<file path="src/b58_pkg.sv">
// Base58 decoder package: sizes, shared types and the alphabet lookup.
// No dependencies; used by every other file in src.
package b58_pkg;

    localparam int ACC_BYTES    = 25;   // accumulator length, bytes
    localparam int OUT_BYTES    = 20;   // payload bytes per string
    localparam int RADIX        = 58;
    localparam int BYTE_W       = 8;
    localparam int CARRY_W      = 6;    // carry between cells stays below RADIX
    localparam int PROD_W       = BYTE_W + CARRY_W;
    localparam int INDEX_W      = 5;    // width of the byte_index field
    localparam int K_W          = (OUT_BYTES > 1) ? $clog2(OUT_BYTES) : 1;

    typedef enum logic [1:0] {
        ST_RUN,
        ST_DRAIN,
        ST_EMIT
    } t_state;

    // Wavefront token handed from cell to cell, least significant end first.
    typedef struct packed {
        logic               vld;
        logic               eot;
        logic [CARRY_W-1:0] carry;
    } t_wave;

    // Control from the sequencer to every cell.
    typedef struct packed {
        logic shift;    // move bytes one cell toward the top
        logic clear;    // zero the accumulator
    } t_cell_ctrl;

    typedef struct packed {
        logic               valid;
        logic [CARRY_W-1:0] digit;
    } t_digit;

    function automatic t_digit digit_of(input logic [BYTE_W-1:0] code);
        t_digit d;
        d.valid = 1'b1;
        d.digit = '0;
        case (code) inside
            [8'd49:8'd57]:   d.digit = CARRY_W'(code - 8'd49);        // '1'..'9'
            [8'd65:8'd72]:   d.digit = CARRY_W'(code - 8'd65 + 8'd9);  // 'A'..'H'
            [8'd74:8'd78]:   d.digit = CARRY_W'(code - 8'd74 + 8'd17); // 'J'..'N'
            [8'd80:8'd90]:   d.digit = CARRY_W'(code - 8'd80 + 8'd22); // 'P'..'Z'
            [8'd97:8'd107]:  d.digit = CARRY_W'(code - 8'd97 + 8'd33); // 'a'..'k'
            [8'd109:8'd122]: d.digit = CARRY_W'(code - 8'd109 + 8'd44);// 'm'..'z'
            default:         d.valid = 1'b0;
        endcase
        return d;
    endfunction

endpackage

</file>
<file path="src/b58_if.sv">
// Valid/ready channel interfaces for character input and byte output.
// Depends on b58_pkg for field widths.
interface b58_in_if;
    logic                       valid;
    logic                       ready;
    logic [b58_pkg::BYTE_W-1:0] char_code;
    logic                       end_of_text;

    modport source (output valid, char_code, end_of_text, input ready);
    modport sink   (input valid, char_code, end_of_text, output ready);
endinterface

interface b58_out_if;
    logic                        valid;
    logic                        ready;
    logic [b58_pkg::BYTE_W-1:0]  hash_byte;
    logic [b58_pkg::INDEX_W-1:0] byte_index;
    logic                        ok;
    logic                        last;

    modport source (output valid, hash_byte, byte_index, ok, last, input ready);
    modport sink   (input valid, hash_byte, byte_index, ok, last, output ready);
endinterface

</file>
<file path="src/base58_string_decoder.sv">
// Base58 string decoder top level: alphabet lookup, cell chain, drain/emit sequencer.
// Depends on b58_pkg, b58_if (b58_in_if, b58_out_if) and b58_cell.
//
//  channel  | dir | beat contents                             | accepted when
//  ---------+-----+-------------------------------------------+---------------------
//  i_char   | in  | char_code, end_of_text                    | valid & ready
//  o_byte   | out | hash_byte, byte_index, ok, last           | valid & ready
//
// Within a string a character is taken every cycle: each one launches a carry
// wave into the least significant cell, and the wave ripples one cell per
// cycle, so successive characters follow each other down the chain.
// On the last character the chain drains until the end-of-string marker leaves
// cell 0; the payload then leaves one byte per cycle unless o_byte stalls (20 beats,
// or one failure beat) by shifting the chain toward the top byte; i_char.ready is low
// meanwhile. A stalled output holds its beat and holds the emit sequence.
// Reset (i_rst_n low, synchronous) zeroes the accumulator and error flag.
module base58_string_decoder (
    input  logic      i_clk,
    input  logic      i_rst_n,
    b58_in_if.sink    i_char,
    b58_out_if.source o_byte
);

    localparam int NC = b58_pkg::ACC_BYTES;

    b58_pkg::t_state     r_state, n_state;
    logic                r_bad;
    logic [b58_pkg::K_W-1:0] r_k;
    logic                r_out_valid;
    logic [b58_pkg::BYTE_W-1:0]  r_hash;
    logic [b58_pkg::INDEX_W-1:0] r_index;
    logic                r_ok;
    logic                r_last;

    b58_pkg::t_digit     w_digit;
    b58_pkg::t_cell_ctrl w_ctrl;
    b58_pkg::t_wave      w_wave [NC+1];
    logic [b58_pkg::BYTE_W-1:0] w_byte [NC+1];
    logic                w_accept;
    logic                w_slot_free;
    logic                w_last_k;
    logic                w_emit;
    logic                w_drained;
    logic                w_overflow;

    assign w_digit     = b58_pkg::digit_of(i_char.char_code);
    assign w_accept    = i_char.valid && i_char.ready;
    assign w_slot_free = !r_out_valid || o_byte.ready;
    assign w_last_k    = (r_k == b58_pkg::K_W'(b58_pkg::OUT_BYTES - 1));

    // wave leaving the top cell: end-of-string marker, or carry out of top byte
    assign w_drained  = w_wave[0].vld && w_wave[0].eot;
    assign w_overflow = w_wave[0].vld && (w_wave[0].carry != '0);

    // An invalid character still launches a zero-digit wave so that its
    // end-of-string marker travels the chain like any other.
    assign w_wave[NC].vld   = w_accept;
    assign w_wave[NC].eot   = i_char.end_of_text;
    assign w_wave[NC].carry = w_digit.valid ? w_digit.digit : '0;
    assign w_byte[NC]       = '0;

    // cell i holds accumulator byte i (0 = most significant)
    for (genvar i = 0; i < NC; i++) begin : g_cell
        b58_cell u_cell (
            .i_clk        (i_clk),
            .i_rst_n      (i_rst_n),
            .i_wave       (w_wave[i+1]),
            .o_wave       (w_wave[i]),
            .i_ctrl       (w_ctrl),
            .i_shift_byte (w_byte[i+1]),
            .o_byte       (w_byte[i])
        );
    end

    // next state
    always_comb begin
        n_state = r_state;
        case (r_state)
            b58_pkg::ST_RUN: begin
                if (w_accept && i_char.end_of_text) n_state = b58_pkg::ST_DRAIN;
            end
            b58_pkg::ST_DRAIN: begin
                if (w_drained) n_state = b58_pkg::ST_EMIT;
            end
            b58_pkg::ST_EMIT: begin
                if (w_slot_free && (r_bad || w_last_k)) n_state = b58_pkg::ST_RUN;
            end
            default: n_state = b58_pkg::ST_RUN;
        endcase
    end

    // sequencer outputs
    always_comb begin
        i_char.ready = 1'b0;
        w_emit       = 1'b0;
        case (r_state)
            b58_pkg::ST_RUN:   i_char.ready = 1'b1;
            b58_pkg::ST_DRAIN: i_char.ready = 1'b0;
            b58_pkg::ST_EMIT:  w_emit       = w_slot_free;
            default:           i_char.ready = 1'b0;
        endcase
        w_ctrl.shift = w_emit && !r_bad;
        w_ctrl.clear = w_emit && (r_bad || w_last_k);
    end

    always_ff @(posedge i_clk) begin
        if (!i_rst_n) begin
            r_state     <= b58_pkg::ST_RUN;
            r_bad       <= 1'b0;
            r_k         <= '0;
            r_out_valid <= 1'b0;
        end else begin
            r_state <= n_state;
            // sticky error: bad character at intake or carry out of the top byte
            if (w_ctrl.clear) begin
                r_bad <= 1'b0;
            end else if ((w_accept && !w_digit.valid) || w_overflow) begin
                r_bad <= 1'b1;
            end
            if (w_ctrl.clear) begin
                r_k <= '0;
            end else if (w_ctrl.shift) begin
                r_k <= r_k + 1'b1;
            end
            if (w_emit) begin
                r_out_valid <= 1'b1;
            end else if (o_byte.ready) begin
                r_out_valid <= 1'b0;
            end
        end
    end

    // output beat register; payload byte k is always in cell 1 after k shifts
    always_ff @(posedge i_clk) begin
        if (w_emit) begin
            r_hash  <= r_bad ? '0 : w_byte[1];
            r_index <= r_bad ? '0 : b58_pkg::INDEX_W'(r_k);
            r_ok    <= !r_bad;
            r_last  <= r_bad || w_last_k;
        end
    end

    assign o_byte.valid      = r_out_valid;
    assign o_byte.hash_byte  = r_hash;
    assign o_byte.byte_index = r_index;
    assign o_byte.ok         = r_ok;
    assign o_byte.last       = r_last;

endmodule

</file>
<file path="src/b58_cell.sv">
// One accumulator byte cell: byte = byte*58 + carry_in, carry out to next cell; clear and shift on command.
// Depends on b58_pkg.
module b58_cell (
    input  logic                       i_clk,
    input  logic                       i_rst_n,
    input  b58_pkg::t_wave             i_wave,
    output b58_pkg::t_wave             o_wave,
    input  b58_pkg::t_cell_ctrl        i_ctrl,
    input  logic [b58_pkg::BYTE_W-1:0] i_shift_byte,
    output logic [b58_pkg::BYTE_W-1:0] o_byte
);

    logic [b58_pkg::BYTE_W-1:0] r_byte, n_byte;
    b58_pkg::t_wave             r_wave, n_wave;
    logic [b58_pkg::PROD_W-1:0] w_prod;

    assign w_prod = b58_pkg::PROD_W'(r_byte) * b58_pkg::PROD_W'(b58_pkg::RADIX)
                  + b58_pkg::PROD_W'(i_wave.carry);

    always_comb begin
        n_byte       = r_byte;
        n_wave.vld   = i_wave.vld;
        n_wave.eot   = i_wave.eot;
        n_wave.carry = w_prod[b58_pkg::PROD_W-1:b58_pkg::BYTE_W];
        if (i_ctrl.clear) begin
            n_byte = '0;
        end else if (i_ctrl.shift) begin
            n_byte = i_shift_byte;
        end else if (i_wave.vld) begin
            n_byte = w_prod[b58_pkg::BYTE_W-1:0];
        end
    end

    always_ff @(posedge i_clk) begin
        if (!i_rst_n) begin
            r_byte <= '0;
            r_wave <= '0;
        end else begin
            r_byte <= n_byte;
            r_wave <= n_wave;
        end
    end

    assign o_wave = r_wave;
    assign o_byte = r_byte;

endmodule

</file>
<file path="src/flat_wrapper.sv">
// flat-port wrapper written by rule: the top's interface ports become plain ports
module base58_string_decoder_flat 
  (i_clk, i_rst_n, i_char_valid, i_char_char_code, i_char_end_of_text, i_char_ready, o_byte_valid, o_byte_hash_byte, o_byte_byte_index, o_byte_ok, o_byte_last, o_byte_ready);
  b58_in_if i_char_i ();
  b58_out_if o_byte_i ();
  input  logic i_clk;
  input  logic i_rst_n;
  input wire logic [$bits(i_char_i.valid)-1:0] i_char_valid;
  input wire logic [$bits(i_char_i.char_code)-1:0] i_char_char_code;
  input wire logic [$bits(i_char_i.end_of_text)-1:0] i_char_end_of_text;
  output wire logic [$bits(i_char_i.ready)-1:0] i_char_ready;
  output wire logic [$bits(o_byte_i.valid)-1:0] o_byte_valid;
  output wire logic [$bits(o_byte_i.hash_byte)-1:0] o_byte_hash_byte;
  output wire logic [$bits(o_byte_i.byte_index)-1:0] o_byte_byte_index;
  output wire logic [$bits(o_byte_i.ok)-1:0] o_byte_ok;
  output wire logic [$bits(o_byte_i.last)-1:0] o_byte_last;
  input wire logic [$bits(o_byte_i.ready)-1:0] o_byte_ready;
  assign i_char_i.valid = i_char_valid;
  assign i_char_i.char_code = i_char_char_code;
  assign i_char_i.end_of_text = i_char_end_of_text;
  assign i_char_ready = i_char_i.ready;
  assign o_byte_valid = o_byte_i.valid;
  assign o_byte_hash_byte = o_byte_i.hash_byte;
  assign o_byte_byte_index = o_byte_i.byte_index;
  assign o_byte_ok = o_byte_i.ok;
  assign o_byte_last = o_byte_i.last;
  assign o_byte_i.ready = o_byte_ready;
  base58_string_decoder u_core (.i_clk(i_clk), .i_rst_n(i_rst_n), .i_char(i_char_i), .o_byte(o_byte_i));
endmodule
</file>
<file path="config.mk">
export PLATFORM = sky130hd
export DESIGN_NAME = base58_string_decoder_flat
export DESIGN_NICKNAME = d
export VERILOG_FILES = /design/src/b58_pkg.sv /design/src/b58_if.sv /design/src/base58_string_decoder.sv /design/src/b58_cell.sv /design/src/flat_wrapper.sv
export SDC_FILE = /design/constraint.sdc
export NUM_CORES = 2
export LEC_CHECK = 0
export BUFFER_PORTS_ARGS = -buffer_cell sky130_fd_sc_hd__buf_4
export CORE_ASPECT_RATIO = 1.4
export CORE_UTILIZATION = 60
export CTS_BUF_LIST = sky130_fd_sc_hd__clkbuf_8
export DETAILED_ROUTE_END_ITERATION = 16
export PLACE_DENSITY = 0.86
export REMOVE_ABC_BUFFERS = 1
export SLEW_MARGIN = 5
export SYNTH_ARGS = -nofsm -noshare
export SYNTH_HDL_FRONTEND = slang
export SYNTH_SLANG_ARGS = --single-unit
export TNS_END_PERCENT = 20
</file>
<file path="constraint.sdc">
create_clock -name i_clk -period 6 [get_ports i_clk]
set_input_delay 0.9 -clock i_clk [delete_from_list [all_inputs] [get_ports i_clk]]
set_output_delay 0.9 -clock i_clk [all_outputs]
set_load 0.005 [all_outputs]
</file>
==> out/metrics.csv <==
metric,value,unit
min_period_over_period,76.1,%
finClkSkew,0.0383,ns
async_flop_share,0,%
antenna_found_initial,1,
place.gp.congestion,0.913,
power,6.76,mW
clk_latency,0.69,ns
synth_top_family_by_area,adder cells,
synthCells,5062,
tritoncts,built,
grt_pass1_wl,171,mm
cts_hold_buf,0,
yosysTopAreaCell,ha_1,
ios,30,
first_pass_iters,14,
synth_mux_area_share,3.33,%
drt-total-wl,100,mm
synth_common_cells,"ha_1 (790), inv_1 (711), nor2_1 (456)",
nNetsFinal,6152,
synth-simple-area-share,13.2,%
crit_fanout,6,
synth_seq_cells,424,
drcViolationCount,4,
root_buffer,clkbuf_8,
die_h,327,um
final_hold_viol_count,0,
chipWidth,234,um
synth-edff-count,15,
synth_adder_area_share,35.2,%
setup_ws,1.43,ns
grt_start_max_net_pins,199,
finalSetupViolCount,0,
syn_to_final_growth,5.85,%
crit_start,u_core.g_cell[4].u_cell.o_byte[5],
cts_max_path_buffers,3,
dp_slack,1.24,ns
clkTransAtPathRegs,0.06,ns
hold_path.class,input port to flip-flop,
cts_resized,0,
post_cts_buffers,0,
wl_per_cell,16.5,um
drive_above_1_share,4.33,%
ys.warnings.count,0,
place_hpwl,75.8,mm
ant_nets,0,
syn_area,0.0452,sq mm
dr.first_iter.drc_count,1717,
peakVddDrop,0.188,mV
ys_types,79,
slew_headroom,28.6,%
finalSetupTns,0,ns
yosysMostFrequentCell,ha_1,
dieArea,0.0764,sq mm
synth-xor-area-share,7.45,%
status,finished with violations,
start_util,60.8,%
rsz0062_at_grt,no,
hp-start,i_char_end_of_text,
violations,design-rule violations,
placed_cells,5936,
cts_buffers,71,
drv_cap,0,
rows,118,
r2r_start,u_core.g_cell[4].u_cell.o_byte[5],
final_cells,6067,
yosys-top-cells-area,"ha_1 (22%), dfxtp_1 (18%), fa_1 (13%)",
ys.flop_type,dfxtp_1,
max_clock_freq,219,MHz
crit_path_start_kind,flip-flop,
arrival,5.15,ns
synth_area_per_cell,8.93,sq um
crit_required,6.58,ns
drv_slew,0,
place.port_buffers,29,
synth_compound_area_share,14.8,%
netlist.area_leader.share,21.9,%
htreeDepth,3,
clock_sinks,424,
seq_area_frac_synth,19.1,%
fp.coreArea,0.0743,sq mm
track_usage,26.7,%
critPathCaptureType,flip-flop,
min_period,4.57,ns
via_count,35800,
worst_pin_slew,1.07,ns
powerDensity,141,mW/mm^2
crit_type,flip-flop to flip-flop,
leakage,24.5,nW
grt_pass1_vias,37400,
avgViaCountPerCell,5.90,
grt_overflow,0,
==> worst max-delay path, cell delays in order (launching register included) <==
cell and delay, ns:
dfxtp_1 0.53, inv_1 0.16, fa_1 0.50, inv_1 0.05
ha_1 0.27, inv_1 0.05, fa_1 0.50, inv_1 0.05
ha_1 0.37, a21o_1 0.20, a221oi_1 0.37, xnor2_1 0.23
nand4_1 0.19, or4b_4 0.54, or3_1 0.36, o2111ai_1 0.09
==> power breakdown <==
group / leakage, nW / internal, mW / switching, mW
Clock: 0.848 / 1.54 / 1.27
Combinational: 20.2 / 0.402 / 0.592
Sequential: 3.43 / 2.88 / 0.0705
==> layout make-up <==
class                      count  area, sq um
antenna                        1         2.50
clock buffer                  87         1200
clock inverter                43          344
fill                        5814        26400
inverter                     711         2670
multi-input combinational   3803        33400
sequential                   424         8640
tap                          960         1200
timing repair buffer          38          335
==> state kept, by name, summed over array words and instances (netlist names) <==
signal,count
u_core.g_cell.u_cell.o_byte,200
u_core.r_state,2
u_core.o_byte.valid,1
u_core.g_cell.u_cell.o_wave,200
u_core.o_byte.last,1
u_core.o_byte.hash_byte,8
u_core.r_bad,1
u_core.o_byte.byte_index,5
u_core.r_k,5
u_core.o_byte.ok,1
==> routing by layer <==
layer / up-vias / global-route usage, % / part of all wire, %
met2: 711 / 50.6 / 53
met3: 274 / 3.10 / 3.2
li1: 17400 / - / -
met1: 17400 / 29.4 / 40
met4: 0 / 11.6 / 3.5
met5: - / 0 / 0
==> worst paths after layout <==
check,to,slack (ns),cells past startpoint
setup / recovery,u_core.g_cell[4].u_cell.o_wave[5],1.43,15
hold / removal,u_core.g_cell[24].u_cell.o_wave[6],0.43,2
setup reg to reg,u_core.g_cell[4].u_cell.o_wave[5],1.43,15
hold reg to reg,u_core.g_cell[19].u_cell.o_wave[6],0.43,1
==> stage by stage <==
step | utilization, % | hold slack, ns | area [sq um]
6_report | 64.4 | 0.431 | 47800
5_1_grt | 64.4 | 0.415 | 47800
4_1_cts | 64.4 | 0.382 | 47800
3_5_place_dp | 62.3 | 0.420 | 46300
3_3_place_gp | 62.3 | 0.413 | 46300
2_1_floorplan | - | 0.412 | 44700
==> cell families (layout without fill, tap and decap cells) <==
| kind of cell | count (synthesis) | count (layout) |
|---|---|---|
| simple gates | 1210 | 1210 |
| fa+ha+maj | 1090 | 1090 |
| compound gates | 972 | 972 |
| buf+inv | 835 | 879 |
| flops | 424 | 424 |
| xor+xnor | 381 | 381 |
| mux | 150 | 150 |
| other cells | 0 | 1 |
==> layout by cell type, fill, tap and decap left out, types with 17 or more instances in the layout <==
cell | netlist | final
a211oi_1 | 162 | 162
a21boi_0 | 17 | 17
a21o_1 | 111 | 111
a21oi_1 | 232 | 232
a311oi_1 | 18 | 18
a31o_2 | 20 | 20
and2_1 | 74 | 74
and3_1 | 33 | 33
buf_4 | 0 | 34
clkbuf_8 | 0 | 87
dfxtp_1 | 409 | 409
fa_1 | 300 | 300
ha_1 | 790 | 790
inv_1 | 711 | 730
mux2i_1 | 149 | 149
nand2_1 | 182 | 180
nand2b_1 | 25 | 25
nand3_1 | 115 | 115
nand4_1 | 31 | 31
nor2_1 | 456 | 455
nor2b_1 | 35 | 35
nor3_1 | 71 | 71
nor3b_1 | 22 | 22
nor4_1 | 25 | 25
o2111ai_1 | 29 | 29
o211ai_1 | 19 | 19
o21a_1 | 44 | 44
o21ai_0 | 113 | 113
o21bai_1 | 39 | 39
o22ai_1 | 36 | 36
o31ai_1 | 18 | 18
or2_2 | 21 | 21
or3_1 | 43 | 43
xnor2_1 | 247 | 247
xor2_1 | 132 | 132
Note: power is estimated with default switching activity, not from simulation.
